File: src/rtl/mcs_pkg.sv
// Shared types and constants for the multinomial CDF sampler.
// Used by mcs_cell and multinomial_cdf_sampler; no dependencies.
package mcs_pkg;

    localparam int COUNT_W  = 9;   // class count, search bounds, result index
    localparam int INDEX_W  = 8;   // entry_index field
    localparam int WEIGHT_W = 32;  // cumulative weights
    localparam int FRAC_W   = 16;  // Q0.16 uniform fraction
    localparam int PROD_W   = WEIGHT_W + FRAC_W;

    localparam int MAX_CLASSES_DEF = 256;

    localparam logic [COUNT_W-1:0] CLASS_COUNT_RESET = COUNT_W'(256);

    localparam logic REQ_LOAD   = 1'b0;
    localparam logic REQ_SAMPLE = 1'b1;

    // Search window carried from cell to cell.
    typedef struct packed {
        logic               valid;
        logic [COUNT_W-1:0] lo;
        logic [COUNT_W-1:0] span;
    } search_t;

endpackage

File: src/rtl/mcs_cell.sv
// One step of the upper-bound binary search: narrows the window with the
// probed weight and issues the probe address for the next cell.
// Depends on mcs_pkg.
module mcs_cell #(
    parameter int ADDR_W = 8
) (
    input  logic                              clk,
    input  logic                              rst_n,
    input  mcs_pkg::search_t                  cur,
    input  logic [mcs_pkg::WEIGHT_W-1:0]      rd_data,
    input  logic [mcs_pkg::WEIGHT_W-1:0]      thr,
    output mcs_pkg::search_t                  nxt_q,
    output logic [ADDR_W-1:0]                 probe_addr
);

    import mcs_pkg::*;

    logic [COUNT_W-1:0] half;
    logic [COUNT_W-1:0] probe;
    search_t            win_next;
    logic               valid_reg;
    logic [COUNT_W-1:0] lo_reg;
    logic [COUNT_W-1:0] span_reg;

    always_comb
    begin
        half     = cur.span >> 1;
        probe    = cur.lo + half;
        win_next = cur;
        if (cur.span != '0)
        begin
            if (rd_data <= thr)
            begin
                win_next.lo   = probe + COUNT_W'(1);
                win_next.span = cur.span - half - COUNT_W'(1);
            end
            else
            begin
                win_next.span = half;
            end
        end
    end

    // only the active cell drives the shared read address
    assign probe_addr = cur.valid
                      ? ADDR_W'(win_next.lo + (win_next.span >> 1))
                      : '0;

    always_ff @(posedge clk or negedge rst_n)
    begin
        if (!rst_n)
        begin
            valid_reg <= 1'b0;
        end
        else
        begin
            valid_reg <= cur.valid;
        end
    end

    always_ff @(posedge clk)
    begin
        lo_reg   <= win_next.lo;
        span_reg <= win_next.span;
    end

    assign nxt_q = '{valid: valid_reg, lo: lo_reg, span: span_reg};

endmodule

File: config.mk
export PLATFORM = sky130hd
export DESIGN_NAME = mcs_cell
export DESIGN_NICKNAME = d
export VERILOG_FILES = /design/src/rtl/mcs_pkg.sv /design/src/rtl/mcs_cell.sv
export SDC_FILE = /design/constraint.sdc
export NUM_CORES = 1
export LEC_CHECK = 0
export BUFFER_PORTS_ARGS = -buffer_cell sky130_fd_sc_hd__buf_2
export CORE_ASPECT_RATIO = 1.5
export CORE_UTILIZATION = 53
export CTS_CLUSTER_DIAMETER = 200
export CTS_CLUSTER_SIZE = 12
export DETAILED_ROUTE_END_ITERATION = 6
export PLACE_DENSITY = 0.87
export SYNTH_ARGS = -nofsm -noshare
export SYNTH_HDL_FRONTEND = slang
export SYNTH_SLANG_ARGS = --single-unit
File: constraint.sdc
create_clock -name clk -period 15.7 [get_ports clk]
set_input_delay 3.925 -clock clk [delete_from_list [all_inputs] [get_ports clk]]
set_output_delay 3.925 -clock clk [all_outputs]
set_load 0.05 [all_outputs]
After elaboration in Yosys (flattened, before gate mapping)
Cells that the tools add are included.
{"block": "word_totals", "word_cells": 14, "input_bits": 85, "ff_bits": 19, "out_inout_bits": 27}
{"block": "classes", "magnitude_cmp": 1, "muxes": 4, "addsub": 5, "reduce_logical": 1}
{"cell": "$le A32 B32 Y1", "count": 1}
{"cell": "$mux W18", "count": 1}
{"cell": "$mux W9", "count": 2}
{"cell": "$add A9 B1 Y9 const B", "count": 1}
{"cell": "$add A9 B8 Y9", "count": 1}
{"cell": "$reduce_bool A9 Y1", "count": 1}
{"cell": "$sub A9 B1 Y9 const B", "count": 1}
{"cell": "$sub A9 B8 Y9", "count": 1}
{"cell": "$add A8 B8 Y8", "count": 1}
{"cell": "$mux W8", "count": 1}

Logic depth before layout (Yosys ltp)
Gate-level depths: netlist (run 1).
{"block": "logic_depth", "depth_word": 6, "depth_mapped": 20, "depth_no_buf": 19}

Least setup slack after synthesis (run 1)
Ideal clock, no wire load.
{"block": "synth_path", "kind": "input to output", "startpoint": "in thr[1] (netlist bit)", "endpoint": "out probe_addr[7]", "path_stages": 16, "path_slack_ps": 3997, "t_required_ps": 11775, "n_path_buf": 0, "arrival_time_ps": 7778, "path_cell_list": "inv_1 ha_1 nor2b_1 o211ai_1 a2111oi_0 o311ai_4 and2_1 nand2_2 mux2_1 ha_1 a21oi_1 o211ai_1 nand2_1 nand3_1 or4b_1 nand3_1"}
{"element": "start, declared", "line_no": "mcs_cell.sv:11", "text": "input logic [mcs_pkg::WEIGHT_W-1:0] thr,"}
{"element": "end, declared", "line_no": "mcs_cell.sv:13", "text": "output logic [ADDR_W-1:0] probe_addr"}

==> results of run 1 <==
[how the worst max path moves through the flow]
stage | end | from | depth (start not counted)
after global routing | probe_addr[7] | thr[13] | 19
final | probe_addr[7] | rd_data[7] | 18
after floorplan | probe_addr[7] | thr[1] | 16
after CTS | probe_addr[7] | rd_data[7] | 18
after global placement | probe_addr[7] | thr[14] | 19
after detailed placement | probe_addr[7] | rd_data[7] | 18
[layer usage]
layer	vias to the layer above	global-route usage, %	routed length (um)
met5	-	0	0
met4	0	13.1	269
met3	29	2.17	321
met2	125	53.6	3630
met1	1211	22.2	2120
li1	1404	-	-
[layout make-up]
type	count	area (um^2)	share of cell area, %
repair buffers	111	556	16.7
multi-input cells	264	2090	62.6
well taps	66	82.6	2.48
flip-flops and latches	19	385	11.6
inverters	47	176	5.29
clock buffers	4	45.0	1.35
[cell usage in the layout, fill, tap and decap left out, types with 4 or more instances in the layout]
| cell | count |
|---|---|
| a21oi_1 | 32 |
| mux2_1 | 7 |
| nand3_1 | 13 |
| ha_1 | 59 |
| and2_1 | 7 |
| xnor2_1 | 11 |
| o21ai_0 | 6 |
| buf_2 | 111 |
| inv_1 | 47 |
| nor2_1 | 24 |
| mux2i_1 | 4 |
| o21ai_1 | 8 |
| nor3_1 | 6 |
| nor2b_1 | 9 |
| xor2_1 | 4 |
| nand2_1 | 18 |
| nand4_1 | 10 |
| o211ai_1 | 5 |
| dfxtp_1 | 18 |
| a21o_1 | 5 |
[power breakdown]
group | leakage, nW | switching [W] | internal, W
clock | 0.0228 | 0.0000144 | 0.0000180
combinational | 1.67 | 0.000130 | 0.0000683
sequential | 0.163 | 0.00000167 | 0.0000575
[logic make-up after synthesis]
logic type	share of synthesized area, %
flip-flops	14.4
buffers and inverters	7.58
AO/OA/AOI/OAI	18.7
adder cells (fa/ha/maj)	29.8
XOR/XNOR	4.91
multiplexers	4.86
AND/OR/NAND/NOR	19.7
[per-stage QoR]
step / util (%) / hold WS, ns / cells / total power, W / setup slack, ns
global placement: 67.8 / 3.70 / 507 / 0.000253 / 3.36
detailed placement: 67.8 / 3.70 / 507 / 0.000258 / 3.24
floorplan: - / 3.63 / 335 / 0.000212 / 4.00
CTS: 68.7 / 3.44 / 511 / 0.000290 / 3.20
global route: 68.7 / 3.43 / 511 / 0.000314 / 2.82
finish: 68.7 / 3.43 / 511 / 0.000290 / 3.17
==> impl_metrics.tcl, run 1 <==
set metrics [dict create \
    async_flop_share_pct 5.26 \
    power_density_nw_per_um2 87.0 \
    ctsResizeCount 0 \
    holdCritPathClass "in -> async" \
    arrival_ns 8.60 \
    fp.dieW_um 60.0 \
    vias_per_cell 5.42 \
    htree_levels 1 \
    avgSynthCellArea_um2 7.99 \
    cp-start-kind "primary input" \
    drive_gt1_share_pct 27.2 \
    synth_seq_cells 19 \
    grt_overflow_total 0 \
    leakagePower_nw 1.86 \
    wire_per_inst_um 12.4 \
    synth-edff-count 0 \
    dr_total_vias 2769 \
    cts_sinks 19 \
    synthDistinctLibCells 47 \
    crit_family "compound AO/OA/AOI/OAI gates" \
    fin_nets 593 \
    grt_usage_pct 25.4 \
    initialDrtViolationCount 87 \
    path_class "in -> out" \
    initial_core_util_pct 55.2 \
    rsz0062_at_grt "false" \
    portBuffers 111 \
    syn_area_um2 2680 \
    cts_buffer_depth 2 \
    synth-main-ff-cell "dfxtp_1" \
    cts_setup_buffers 0 \
    wl_um 6340 \
    setup_violations 0 \
    synth_top_area_cell "ha_1" \
    ir_drop_v 0.0000376 \
    synthToLayoutAreaGrowth_pct 24.6 \
    cp-end-kind "output port" \
    dpl.hpwl_um 5720 \
    clkTransAtPathRegs_ns 0.07 \
    cts-root-buf "clkbuf_8" \
    ant_nets 0 \
    cts_tree "yes" \
    cts_buffers 3 \
    synth_top_area_share_pct 27.6 \
    crit_fanout 13 \
    routabilityCongestion 0.928 \
    fill_cells 407 \
    synth.area.top_cells "ha_1 (28%), dfxtp_1 (13%), inv_1 (6.6%), a21oi_1 (6.0%), xnor2_1 (3.6%)" \
    hold_violations 0 \
    cp_slowest_cell "or4b_1" \
    period_minus_slack_ns 12.53 \
    core_um2 4850 \
    fin_crit_sh_pct 79.8 \
    rows 31 \
    run_status "complete, no violations" \
    place_area_um2 3290 \
    slew_headroom_pct 48.0 \
    antenna_found_initial 0 \
    path_buf_inv 2 \
    cap_violations 0 \
    fmax_ghz 0.0798 \
    grt_pass1_wl_um 10600 \
    critical-path-max-stage-delay_ns 0.53 \
    drc_errors 0 \
    crit_chain "buf_2 -> ha_1 -> a21oi_1 -> o21ai_0 -> a221o_1 -> o311ai_4 -> and2_1 -> nand2_2 -> mux2i_1 -> ha_1 -> a21o_1 -> a21oi_1 -> o211ai_1 -> nand2_1 -> nand3_1 -> or4b_1 -> nand3_1 -> buf_2" \
    worstPathRequired_ns 11.77 \
    synthTopCellsByCount "ha_1 (59), inv_1 (47), a21oi_1 (32), nor2_1 (24)" \
    firstDrtPassIters 5 \
    dieHeight_um 89.0 \
    die_area_um2 5340 \
    synthCells 335 \
    stdcell_area_um2 3330 \
    grt_start_max_net_pins 14 \
    final-max-slew-violation-count 0 \
    synth.most_common_cell "ha_1" \
    io_pins 112 \
    hold_buffers 0 \
    tightest_slew_ns 0.761 \
    ys_seq_area_share_pct 14.4 \
    tns_ns 0 \
    diodes 0 \
    yosysWarnings 0 \
    grt_pass1_vias 2775 \
    syn-num-nets 482 \
]
No activity file was read; power rests on OpenSTA's default activity.
==> run 2, diff against run 1 <==
--- a/config.mk
+++ b/config.mk
@@ -7,11 +7,11 @@
 export LEC_CHECK = 0
 export BUFFER_PORTS_ARGS = -buffer_cell sky130_fd_sc_hd__buf_2
 export CORE_ASPECT_RATIO = 1.5
-export CORE_UTILIZATION = 53
+export CORE_UTILIZATION = 49
 export CTS_CLUSTER_DIAMETER = 200
 export CTS_CLUSTER_SIZE = 12
 export DETAILED_ROUTE_END_ITERATION = 6
-export PLACE_DENSITY = 0.87
+export PLACE_DENSITY = 0.81
 export SYNTH_ARGS = -nofsm -noshare
 export SYNTH_HDL_FRONTEND = slang
 export SYNTH_SLANG_ARGS = --single-unit
==> constraint.sdc (replaced) <==
create_clock -name clk -period 12.1 [get_ports clk]
set_input_delay 3.025 -clock clk [delete_from_list [all_inputs] [get_ports clk]]
set_output_delay 3.025 -clock clk [all_outputs]
set_load 0.05 [all_outputs]
==> run 2 against run 1 <==
Global-route usage down 2.1 points. Sequential power up 30%. Via count down 0.83%. Highest routed layer unchanged. First-iteration DRC count up 40%. Critical path depth unchanged. Setup slack worse by 1.8 ns. Routed wire length up 2.1%. Largest power group unchanged. Non-clock buffer count unchanged. Final area about the same.
==> impl_metrics.tcl, run 2 (synthesized netlist as in run 1, its figures left out) <==
set metrics [dict create \
    tightest_slew_ns 0.771 \
    register_area_um2 385 \
    core_um2 5200 \
    dieHeight_um 92.5 \
    fp.dieW_um 62.3 \
    tns_ns 0 \
    grt_usage_pct 23.2 \
    drive_gt1_share_pct 27.2 \
    cts_tree "yes" \
    run_status "complete, no violations" \
    ant_nets 0 \
    rsz0062_at_grt "false" \
    firstDrtPassIters 4 \
    holdCritPathClass "in -> async" \
    stdcell_area_um2 3330 \
    multi_input_area_um2 2090 \
    cts-root-buf "clkbuf_8" \
    grt_pass1_wl_um 11000 \
    period_minus_slack_ns 10.69 \
    cp_slowest_cell "or4b_1" \
    cp-start-kind "primary input" \
    crit_chain "buf_2 -> inv_1 -> ha_1 -> nand4_1 -> nor4_1 -> nand2_2 -> a22oi_4 -> and2_1 -> nand2_2 -> mux2_1 -> ha_1 -> a21oi_1 -> o211ai_1 -> nand2_1 -> nand3_1 -> or4b_1 -> nand3_1 -> buf_2" \
    grt_pass1_vias 2742 \
    path_class "in -> out" \
    htree_levels 1 \
    ctsResizeCount 0 \
    worstPathRequired_ns 9.07 \
    io_pins 112 \
    final-max-slew-violation-count 0 \
    hold_buffers 0 \
    dpl_worst_slack_ns 1.42 \
    grt_start_max_net_pins 14 \
    vias_per_cell 5.35 \
    wl_um 6480 \
    arrival_ns 7.66 \
    layout_common_cells "buf_2 (111), ha_1 (59), inv_1 (47)" \
    fin_crit_sh_pct 88.3 \
    rows 32 \
    cts_buffers 3 \
    cts_sinks 19 \
    cap_violations 0 \
    fill_cells 484 \
    power_density_nw_per_um2 113 \
    ir_drop_v 0.0000542 \
    drc_errors 0 \
    fin_nets 593 \
    hold_violations 0 \
    final_common_cell "buf_2" \
    portBuffers 111 \
    synthToLayoutAreaGrowth_pct 24.6 \
    dr_total_vias 2746 \
    fmax_ghz 0.0936 \
    setup_violations 0 \
    slew_headroom_pct 47.3 \
    diodes 0 \
    clkTransAtPathRegs_ns 0.07 \
    cts_buffer_depth 2 \
    setup_slack_ns 1.41 \
    routabilityCongestion 0.861 \
    leakagePower_nw 1.86 \
    wire_per_inst_um 12.6 \
    dpl.hpwl_um 5720 \
    initialDrtViolationCount 122 \
    initial_core_util_pct 51.4 \
    cts_setup_buffers 0 \
    cp-end-kind "output port" \
    crit_fanout 13 \
    grt_overflow_total 0 \
    antenna_found_initial 0 \
    critical-path-max-stage-delay_ns 0.53 \
    die_area_um2 5760 \
    place_area_um2 3290 \
]
[run 2: final timing paths]
path | from | end | slack (ns) | cells after the start
max | thr[15] | probe_addr[7] | 1.41 | 18
min | rst_n | valid_reg | 2.53 | 1
max in group asynchronous | rst_n | valid_reg | 9.48 | 1
min in group clk | cur[17] | lo_reg[8] | 2.96 | 2
[run 2: stage by stage]
step,cells,total power [W],util [%],hold WS (ns)
finish,513,0.000377,64.1,2.53
global route,513,0.000404,64.1,2.53
CTS,513,0.000379,64.1,2.54
detailed placement,509,0.000334,63.2,2.80
global placement,509,0.000330,63.2,2.80
floorplan,335,0.000275,-,2.73
[run 2: layer usage]
layer  vias up  wire, um  track usage [%]
li1       1407         -                -
met1      1221      2370             22.0
met2       102      3630             49.5
met3        16       276             1.11
met4         0       199             10.3
met5         -         0                0
[run 2: critical path: cells and delay by family]
kind | cells | cell delay, ns
multiplexers | 1 | 0.43
AO/OA/AOI/OAI | 3 | 0.78
AND/OR/NAND/NOR | 9 | 2.44
adder cells (fa/ha/maj) | 2 | 0.60
buffers and inverters | 3 | 0.37
[run 2: power breakdown]
part / leakage, nW / internal [W] / switching [W]
sequential: 0.163 / 0.0000746 / 0.00000215
clock: 0.0228 / 0.0000234 / 0.0000196
combinational: 1.67 / 0.0000885 / 0.000169
total: 1.86 / 0.000186 / 0.000190
[run 2: cell type report]
type,count,area share [%]
Inverter,47,5.29
Timing Repair Buffer,111,16.7
Sequential cell,19,11.6
Multi-Input combinational cell,264,62.6
Clock buffer,4,1.35
Tap cell,68,2.55
